[src/rtl/srfm_pkg.sv]
// ----------------------------------------------------------------------------
// srfm_pkg
// Shared types and constants for the streaming first-match replace block.
// ----------------------------------------------------------------------------
package srfm_pkg;

   // fixed field widths
   localparam int BYTE_W = 8;
   localparam int REG_W  = 64;
   localparam int LEN_W  = 4;

   // configuration register indexes
   typedef enum logic [1:0] {
      CSR_PATTERN_BYTES  = 2'd0,
      CSR_PATTERN_LENGTH = 2'd1,
      CSR_REPLACE_BYTES  = 2'd2,
      CSR_REPLACE_LENGTH = 2'd3
   } csr_addr_type;

   // control shared by every window cell
   typedef struct packed {
      logic             update;
      logic             shift;
      logic [LEN_W-1:0] count;
      logic [LEN_W-1:0] plen;
   } win_ctrl_type;

   // one output word held in the output row
   typedef struct packed {
      logic [BYTE_W-1:0] data;
      logic              last;
   } out_word_type;

   // control for one output cell
   typedef struct packed {
      logic shift;
      logic load;
   } q_ctrl_type;

endpackage

[src/rtl/srfm_win_cell.sv]
// ----------------------------------------------------------------------------
// srfm_win_cell
// One byte of the match window: takes the new byte at the fill position,
// compares against its pattern byte and shifts towards the oldest end.
// ----------------------------------------------------------------------------
module srfm_win_cell #(
   parameter int CELL_IDX = 0
) (
   input  logic                          clock,
   input  srfm_pkg::win_ctrl_type        ctrl,
   input  logic [srfm_pkg::BYTE_W-1:0]   in_byte,
   input  logic [srfm_pkg::BYTE_W-1:0]   nbr_cand,
   input  logic [srfm_pkg::BYTE_W-1:0]   pat_byte,
   output logic [srfm_pkg::BYTE_W-1:0]   cand,
   output logic                          hit
);
   import srfm_pkg::*;

   logic [BYTE_W-1:0] win_ff;
   logic [BYTE_W-1:0] win_in;

   // take the new byte where the window is being filled
   assign cand = (ctrl.count == LEN_W'(CELL_IDX)) ? in_byte : win_ff;

   // positions past the pattern length always agree
   assign hit = (LEN_W'(CELL_IDX) >= ctrl.plen) || (cand == pat_byte);

   // advance towards the oldest end on a mismatch of a full window
   assign win_in = ctrl.shift ? nbr_cand : cand;

   always_ff @(posedge clock) begin
      if (ctrl.update) begin
         win_ff <= win_in;
      end
   end

endmodule

[src/rtl/srfm_out_cell.sv]
// ----------------------------------------------------------------------------
// srfm_out_cell
// One slot of the output row: loads a result word, or moves its neighbour's
// word one place towards the output when the head word is taken.
// ----------------------------------------------------------------------------
module srfm_out_cell (
   input  logic                   clock,
   input  srfm_pkg::q_ctrl_type   ctrl,
   input  srfm_pkg::out_word_type nbr_word,
   input  srfm_pkg::out_word_type load_word,
   output srfm_pkg::out_word_type word
);
   import srfm_pkg::*;

   out_word_type word_ff;
   out_word_type word_in;

   // load wins over the shift, otherwise hold
   always_comb begin
      priority if (ctrl.load) begin
         word_in = load_word;
      end else if (ctrl.shift) begin
         word_in = nbr_word;
      end else begin
         word_in = word_ff;
      end
   end

   always_ff @(posedge clock) begin
      word_ff <= word_in;
   end

   assign word = word_ff;

endmodule

[src/rtl/stream_replace_first_match.sv]
// ----------------------------------------------------------------------------
// stream_replace_first_match
// Copies a line byte by byte, replacing the first occurrence of a pattern.
// ----------------------------------------------------------------------------
// Usage:
//   req_* carries one byte of the line per word, req_tlast on its last byte.
//   rsp_* returns the edited line one byte per word; rsp_tlast marks the
//   final byte emitted for the line (a line whose last byte completes a
//   match with an empty replacement gets no rsp_tlast).
//   csr_* writes pattern, pattern length, replacement and replacement
//   length; any write empties the window and restarts the search. Write
//   only while no words are in flight.
// Timing:
//   A byte is taken every cycle while the block emits at most one byte per
//   input byte and rsp_tready stays high; each word is registered in the
//   output row and shows on rsp in the next cycle. Bursts (the replacement,
//   or the window flush at the end of the line, up to max(REPLACE_MAX + 1,
//   PATTERN_MAX) bytes) hold req_tready low until the row drains to one word.
//   The output row of cells is the output register, so rsp_tready never
//   reaches req_tready combinationally.
// Reset:
//   Synchronous; clears the config registers, the window fill count and the
//   output row count. Window bytes are always written before they are compared.
//   A stalled receiver fills the output row and then stops the input.
// ----------------------------------------------------------------------------
module stream_replace_first_match #(
   parameter int PATTERN_MAX = 8,
   parameter int REPLACE_MAX = 8
) (
   input  logic                          clock,
   input  logic                          reset,
   input  logic                          req_tvalid,
   output logic                          req_tready,
   input  logic [7:0]                    req_tdata,   // [7:0] in_byte
   input  logic                          req_tlast,
   output logic                          rsp_tvalid,
   input  logic                          rsp_tready,
   output logic [7:0]                    rsp_tdata,   // [7:0] out_byte
   output logic                          rsp_tlast,
   input  logic                          csr_we,
   input  srfm_pkg::csr_addr_type        csr_addr,
   input  logic [srfm_pkg::REG_W-1:0]    csr_wdata
);
   import srfm_pkg::*;

   localparam int MAX_RES = (REPLACE_MAX + 1 > PATTERN_MAX) ? REPLACE_MAX + 1 : PATTERN_MAX;
   localparam int DEPTH   = MAX_RES + 1;
   localparam int OCC_W   = $clog2(DEPTH + 1);

   // configuration registers
   logic [REG_W-1:0] pattern_ff, pattern_in;
   logic [LEN_W-1:0] plen_raw_ff, plen_raw_in;
   logic [REG_W-1:0] repl_ff, repl_in;
   logic [LEN_W-1:0] rlen_raw_ff, rlen_raw_in;

   // line state
   logic [LEN_W-1:0] count_ff, count_in;
   logic             done_ff, done_in;
   logic [OCC_W-1:0] occ_ff, occ_in;

   logic             acc;
   logic             pop;
   logic [LEN_W-1:0] plen;
   logic [LEN_W-1:0] rlen;
   logic [LEN_W-1:0] cnt1;
   logic             full;
   logic             match;
   logic [LEN_W-1:0] step_n;
   logic [OCC_W-1:0] occ_base;

   win_ctrl_type      win_ctrl;
   logic [BYTE_W-1:0] cand     [PATTERN_MAX];
   logic [BYTE_W-1:0] nbr_cand [PATTERN_MAX];
   logic [PATTERN_MAX-1:0] hit;

   logic [BYTE_W-1:0] repl_ext [MAX_RES];
   logic [BYTE_W-1:0] cand_ext [MAX_RES];
   out_word_type      list     [MAX_RES];

   out_word_type q_word  [DEPTH];
   out_word_type q_nbr   [DEPTH];
   out_word_type q_load  [DEPTH];
   q_ctrl_type   q_ctrl  [DEPTH];

   assign acc = req_tvalid && req_tready;
   assign pop = rsp_tvalid && rsp_tready;

   // clamp lengths to the supported maxima
   assign plen = (plen_raw_ff > LEN_W'(PATTERN_MAX)) ? LEN_W'(PATTERN_MAX) : plen_raw_ff;
   assign rlen = (rlen_raw_ff > LEN_W'(REPLACE_MAX)) ? LEN_W'(REPLACE_MAX) : rlen_raw_ff;

   // configuration writes
   always_comb begin
      pattern_in  = pattern_ff;
      plen_raw_in = plen_raw_ff;
      repl_in     = repl_ff;
      rlen_raw_in = rlen_raw_ff;
      if (csr_we) begin
         unique case (csr_addr)
            CSR_PATTERN_BYTES:  pattern_in  = csr_wdata;
            CSR_PATTERN_LENGTH: plen_raw_in = csr_wdata[LEN_W-1:0];
            CSR_REPLACE_BYTES:  repl_in     = csr_wdata;
            CSR_REPLACE_LENGTH: rlen_raw_in = csr_wdata[LEN_W-1:0];
         endcase
      end
   end

   // window cells
   assign win_ctrl.update = acc;
   assign win_ctrl.shift  = full && !match;
   assign win_ctrl.count  = count_ff;
   assign win_ctrl.plen   = plen;

   for (genvar i = 0; i < PATTERN_MAX; i++) begin : g_win
      if (i + 1 < PATTERN_MAX) begin : g_nbr
         assign nbr_cand[i] = cand[i+1];
      end else begin : g_end
         assign nbr_cand[i] = '0;
      end

      srfm_win_cell #(
         .CELL_IDX (i)
      ) u_cell (
         .clock    (clock),
         .ctrl     (win_ctrl),
         .in_byte  (req_tdata),
         .nbr_cand (nbr_cand[i]),
         .pat_byte (pattern_ff[BYTE_W*i +: BYTE_W]),
         .cand     (cand[i]),
         .hit      (hit[i])
      );
   end

   assign cnt1  = count_ff + LEN_W'(1);
   assign full  = (plen != '0) && (cnt1 == plen);
   assign match = full && (&hit);

   // widen replacement and window bytes to the result list length
   for (genvar k = 0; k < MAX_RES; k++) begin : g_ext
      if (k < REPLACE_MAX) begin : g_r
         assign repl_ext[k] = repl_ff[BYTE_W*k +: BYTE_W];
      end else begin : g_rz
         assign repl_ext[k] = '0;
      end
      if (k < PATTERN_MAX) begin : g_c
         assign cand_ext[k] = cand[k];
      end else begin : g_cz
         assign cand_ext[k] = '0;
      end
   end

   // result count of this step
   always_comb begin
      priority if (done_ff) begin
         step_n = LEN_W'(1);
      end else if (plen == '0) begin
         step_n = rlen + LEN_W'(1);
      end else if (match) begin
         step_n = rlen;
      end else if (req_tlast) begin
         step_n = cnt1;
      end else begin
         step_n = full ? LEN_W'(1) : '0;
      end
   end

   // result words of this step; flush follows on the last byte
   always_comb begin
      for (int k = 0; k < MAX_RES; k++) begin
         priority if (done_ff) begin
            list[k].data = req_tdata;
         end else if (plen == '0) begin
            list[k].data = (LEN_W'(k) < rlen) ? repl_ext[k] : req_tdata;
         end else if (match) begin
            list[k].data = repl_ext[k];
         end else begin
            list[k].data = cand_ext[k];
         end
         list[k].last = req_tlast && (LEN_W'(k) == step_n - LEN_W'(1));
      end
   end

   // next line state
   always_comb begin
      count_in = count_ff;
      done_in  = done_ff;
      priority if (csr_we) begin
         count_in = '0;
         done_in  = 1'b0;
      end else if (acc) begin
         priority if (req_tlast || done_ff || plen == '0 || match) begin
            count_in = '0;
         end else if (!full) begin
            count_in = cnt1;
         end else begin
            count_in = count_ff;
         end
         done_in = !req_tlast && (done_ff || plen == '0 || match);
      end else begin
         done_in = done_ff;
      end
   end

   // output row: drop the head on a take, append the step's words behind
   assign occ_base   = occ_ff - OCC_W'(pop);
   assign occ_in     = occ_base + (acc ? OCC_W'(step_n) : '0);
   assign req_tready = (occ_ff <= OCC_W'(1));

   for (genvar j = 0; j < DEPTH; j++) begin : g_out
      out_word_type lw0, lw1;

      if (j + 1 < DEPTH) begin : g_nbr
         assign q_nbr[j] = q_word[j+1];
      end else begin : g_end
         assign q_nbr[j] = '0;
      end

      if (j < MAX_RES) begin : g_l0
         assign lw0 = list[j];
      end else begin : g_l0z
         assign lw0 = '0;
      end
      if (j >= 1 && j - 1 < MAX_RES) begin : g_l1
         assign lw1 = list[j-1];
      end else begin : g_l1z
         assign lw1 = '0;
      end

      assign q_load[j]       = occ_base[0] ? lw1 : lw0;
      assign q_ctrl[j].shift = pop;
      assign q_ctrl[j].load  = acc && (OCC_W'(j) >= occ_base) &&
                               (OCC_W'(j) < occ_base + OCC_W'(step_n));

      srfm_out_cell u_cell (
         .clock     (clock),
         .ctrl      (q_ctrl[j]),
         .nbr_word  (q_nbr[j]),
         .load_word (q_load[j]),
         .word      (q_word[j])
      );
   end

   assign rsp_tvalid = (occ_ff != '0);
   assign rsp_tdata  = q_word[0].data;
   assign rsp_tlast  = q_word[0].last;

   // registers
   always_ff @(posedge clock) begin
      if (reset) begin
         pattern_ff  <= '0;
         plen_raw_ff <= '0;
         repl_ff     <= '0;
         rlen_raw_ff <= '0;
         count_ff    <= '0;
         done_ff     <= 1'b0;
         occ_ff      <= '0;
      end else begin
         pattern_ff  <= pattern_in;
         plen_raw_ff <= plen_raw_in;
         repl_ff     <= repl_in;
         rlen_raw_ff <= rlen_raw_in;
         count_ff    <= count_in;
         done_ff     <= done_in;
         occ_ff      <= occ_in;
      end
   end

   // output row never overfills
   a_occ_bound: assert property (@(posedge clock) disable iff (reset)
      occ_ff <= OCC_W'(DEPTH))
      else $error("output row overfilled");

   // window fill stays below the pattern length
   a_count_bound: assert property (@(posedge clock) disable iff (reset)
      (count_ff == '0) || (count_ff < plen))
      else $error("window fill reached pattern length");

   // after the replacement the window stays empty
   a_done_empty: assert property (@(posedge clock) disable iff (reset)
      done_ff |-> (count_ff == '0))
      else $error("window not empty after replacement");

   // the last byte of a line restarts the search
   a_line_end: assert property (@(posedge clock) disable iff (reset)
      (acc && req_tlast) |=> (!done_ff && count_ff == '0))
      else $error("line state not cleared at end of line");

endmodule

[config.mk]
export PLATFORM = sky130hd
export DESIGN_NAME = stream_replace_first_match
export DESIGN_NICKNAME = d
export VERILOG_FILES = /design/src/rtl/srfm_pkg.sv /design/src/rtl/srfm_win_cell.sv /design/src/rtl/srfm_out_cell.sv /design/src/rtl/stream_replace_first_match.sv
export SDC_FILE = /design/constraint.sdc
export NUM_CORES = 1
export LEC_CHECK = 0
export BUFFER_PORTS_ARGS = -buffer_cell sky130_fd_sc_hd__buf_2
export CAP_MARGIN = 20
export CORE_AREA = 2 2 193 148
export DETAILED_ROUTE_END_ITERATION = 7
export DIE_AREA = 0 0 195 150
export PLACE_DENSITY_LB_ADDON = 0.2
export SKIP_CTS_REPAIR_TIMING = 1
export SYNTH_ARGS = -nofsm -noshare
export SYNTH_HDL_FRONTEND = slang
export SYNTH_HIERARCHICAL = 1
export SYNTH_SLANG_ARGS = --single-unit
[constraint.sdc]
create_clock -name clock -period 11.3 [get_ports clock]
set_input_delay 2.26 -clock clock [delete_from_list [all_inputs] [get_ports clock]]
set_output_delay 2.26 -clock clock [all_outputs]
set_load 0.02 [all_outputs]
==> results.yml <==
outcome:
  status: "completed"
placed_design:
  port-buffer-count: 90
  gp_congestion: 0.936
  dp_hpwl_um: 33800
  dp_slack_ns: 2.84
global_routing:
  grtUsageTotal_pct: 33.1
  overflow: 0
  antenna_found_initial: 0
  grt_max_degree: 89
  grt_pass1_wl_um: 75400
  grt_pass1_vias: 13300
sta:
  fmax_mhz: 125
  maxSlewHeadroom_pct: 24.6
  drv_slew: 0
  finalSetupViolations: 0
  skew_ns: 0.0102
  fin_crit_sh_pct: 70.8
  rsz0062_at_grt: "no"
  hold_viol_final: 0
  period_needed_ns: 8.00
  final.setup.tns_ns: 0
  setup_ws_ns: 3.30
  worstMarginPinSlew_ns: 1.13
worst_setup_path:
  critical_path.cell_chain: "buf_2, inv_1, a222oi_1, and4_2, o21ai_1, o32ai_2, nand4_1, a311oi_4, and2_1, mux2_2, o21ai_1, ha_1, nand2_1, a211oi_1, a211oi_1, xnor2_2, a311oi_2, or2_1"
  critPathKind: "in -> reg"
  cpPeakStageDelay_ns: 1.04
  worstSetupEndpointType: "register"
  cp_slowest_cell: "a311oi_2"
  ff2ff_path_depth: 17
  critPathCapture: "g_out[1].u_cell/word[2]"
  worstReg2RegStart: "count_ff[2]"
  cp.arrival_ns: 8.23
  worst_r2r_endpoint: "g_out[1].u_cell/word[2]"
  path_max_fanout: 24
  reg2reg_slack_ns: 4.01
  startpoint: "req_tdata[1]"
  crit_required_ns: 11.53
  cp-start-kind: "primary input"
routing:
  wl_um: 48400
  drt-initial-drc-count: 1601
  drc_errors: 0
  drtPass1Iterations: 6
  antenna_left: 0
  vias: 13900
  routed_via_density: 6.43
  wl_per_cell_um: 22.3
logic_synthesis:
  seq_area_frac_synth_pct: 42.9
  syn_area_mm2: 0.0176
  ys.flop_type: "edfxtp_1"
  synth.top_cell.area_share_pct: 26.3
  synth_largest_area_cell: "edfxtp_1"
  synthArstFlopShare_pct: 0
  yosys_register_bits: 299
  syn_inst: 1739
  synth_area_per_cell_um2: 10.1
  yosysMostFrequentCell: "nand2_1"
  synth.distinct_cells: 88
  yosys_warnings: 6
  synth_edf_count: 154
  synthTopCellsByCount: "nand2_1, edfxtp_1, a21oi_1"
  synthTopCellsByArea: "edfxtp_1, dfxtp_1, mux2_4"
power:
  p_int_mw: 3.02
  ir_drop_v: 0.000162
  seqPwrFrac_pct: 37.0
  p_sw_mw: 1.53
  clockPowerShare_pct: 22.8
  power_frac_comb_pct: 40.2
  p_per_area_mw_per_mm2: 237
  leakagePower_nw: 7.14
  p_sw_share_pct: 33.7
die:
  coreArea_mm2: 0.0275
  die_h_um: 150
  fp.dieArea_mm2: 0.0293
  io_pins: 91
  start_util_pct: 64.0
  die_w_um: 195
  rows: 53
clocking:
  ctsRootBufferMaster: "clkbuf_16"
  cts_tree: "done"
  clkTransAtPathRegs_ns: 0.06
  clk_latency_ns: 0.57
  numCtsBuffers: 30
  cts_buffer_depth: 3
  clock_sinks: 299
  cts-htree-levels: 1
final_layout:
  layout-drive-gt1-share_pct: 23.4
  antenna_cells: 0
  nNetsFinal: 1880
  nFillCells: 2104
  syn2layout_area_growth_pct: 9.51
run:
  cap_violations: 0
min_path:
  min_path_type: "reg -> reg"
cells in the final DEF (no fill, tap or decap), types with 7 or more instances in the layout:
cell and n:
or2_1 10, nand2b_1 9, ha_1 12, nand2_1 318
edfxtp_1 154, conb_1 17, o21ai_1 7, a21oi_1 151
mux2_2 102, o21ai_0 20, nor3_1 15, inv_1 75
o22a_1 64, nor2_1 56, xor2_1 25, a222oi_1 14
mux2i_1 71, buf_2 89, and2_1 16, nor2b_1 9
xnor2_1 25, clkbuf_16 35, o22ai_1 72, or2_2 12
mux2_4 98, a211oi_1 9, clkbuf_8 8, dfxtp_1 144
buf_4 23, nand4_1 9
power groups by stage:
stage / sequential, mW / combinational [mW] / clock (mW)
after floorplan: 1.69 / 1.39 / 0
final: 1.68 / 1.83 / 1.04
after CTS: 1.68 / 1.80 / 1.05
after global routing: 1.71 / 1.95 / 1.09
after detailed placement: 1.70 / 1.79 / 0
after global placement: 1.69 / 1.74 / 0
worst min-delay path by stage:
stage,from,to,cells past startpoint
after detailed placement,repl_ff[36],repl_ff[36],2
after global routing,repl_ff[2],repl_ff[2],2
after floorplan,pattern_ff[10],pattern_ff[10],2
after global placement,pattern_ff[2],pattern_ff[2],2
final,pattern_ff[42],pattern_ff[42],2
after CTS,repl_ff[36],repl_ff[36],2
sequential cells by signal, summed over array words and instances (netlist names):
register,cells
count_ff,4
done_ff,1
plen_raw_ff,4
g_out.u_cell/word,90
occ_ff,4
pattern_ff,64
repl_ff,64
g_win.u_cell/win_ff,64
rlen_raw_ff,4
routing by layer:
layer	GRT usage, %	wire length, um
met5	0	0
met4	13.0	1960
met3	5.23	4320
met2	52.2	21700
met1	46.2	20400
metrics by stage:
stage	utilization, %	hold slack (ns)	power, mW	area [um^2]	instances
6_report	70.0	0.455	4.55	19200	2168
5_1_grt	70.0	0.470	4.75	19200	2168
4_1_cts	69.9	0.455	4.53	19200	2163
3_5_place_dp	66.1	0.447	3.49	18100	2107
3_3_place_gp	66.1	0.443	3.43	18100	2107
2_1_floorplan	-	0.436	3.08	17600	1755
cell families (layout without fill, tap and decap cells):
kind of cell	Yosys count	count (layout)	synth area share (%)
simple gates	497	497	13.0
mux	276	276	19.3
compound gates	412	412	16.3
buf+inv	189	245	4.84
fa+ha+maj	13	13	0.969
other cells	1	17	0.0214
xor+xnor	52	52	2.68
flops	299	299	42.9
critical path: cells and delay by family:
kind / cells / cell delay, ns
AOI/OAI and AO/OA: 8 / 3.05
xor gates and xnor gates: 1 / 0.32
adders and majority gates: 1 / 0.30
buffers and inverters: 2 / 0.63
muxes: 1 / 0.34
and+or+nand+nor: 5 / 1.31
final cells by class:
cell class | count | area [um^2] | share of cell area [%]
Timing Repair Buffer | 112 | 618 | 3.21
Clock buffer | 47 | 1000 | 5.23
Clock inverter | 9 | 47.5 | 0.247
Multi-Input combinational cell | 1267 | 9290 | 48.3
Inverter | 77 | 289 | 1.50
Tap cell | 357 | 447 | 2.32
Sequential cell | 299 | 7530 | 39.2
(Power assumes the default switching activity.)
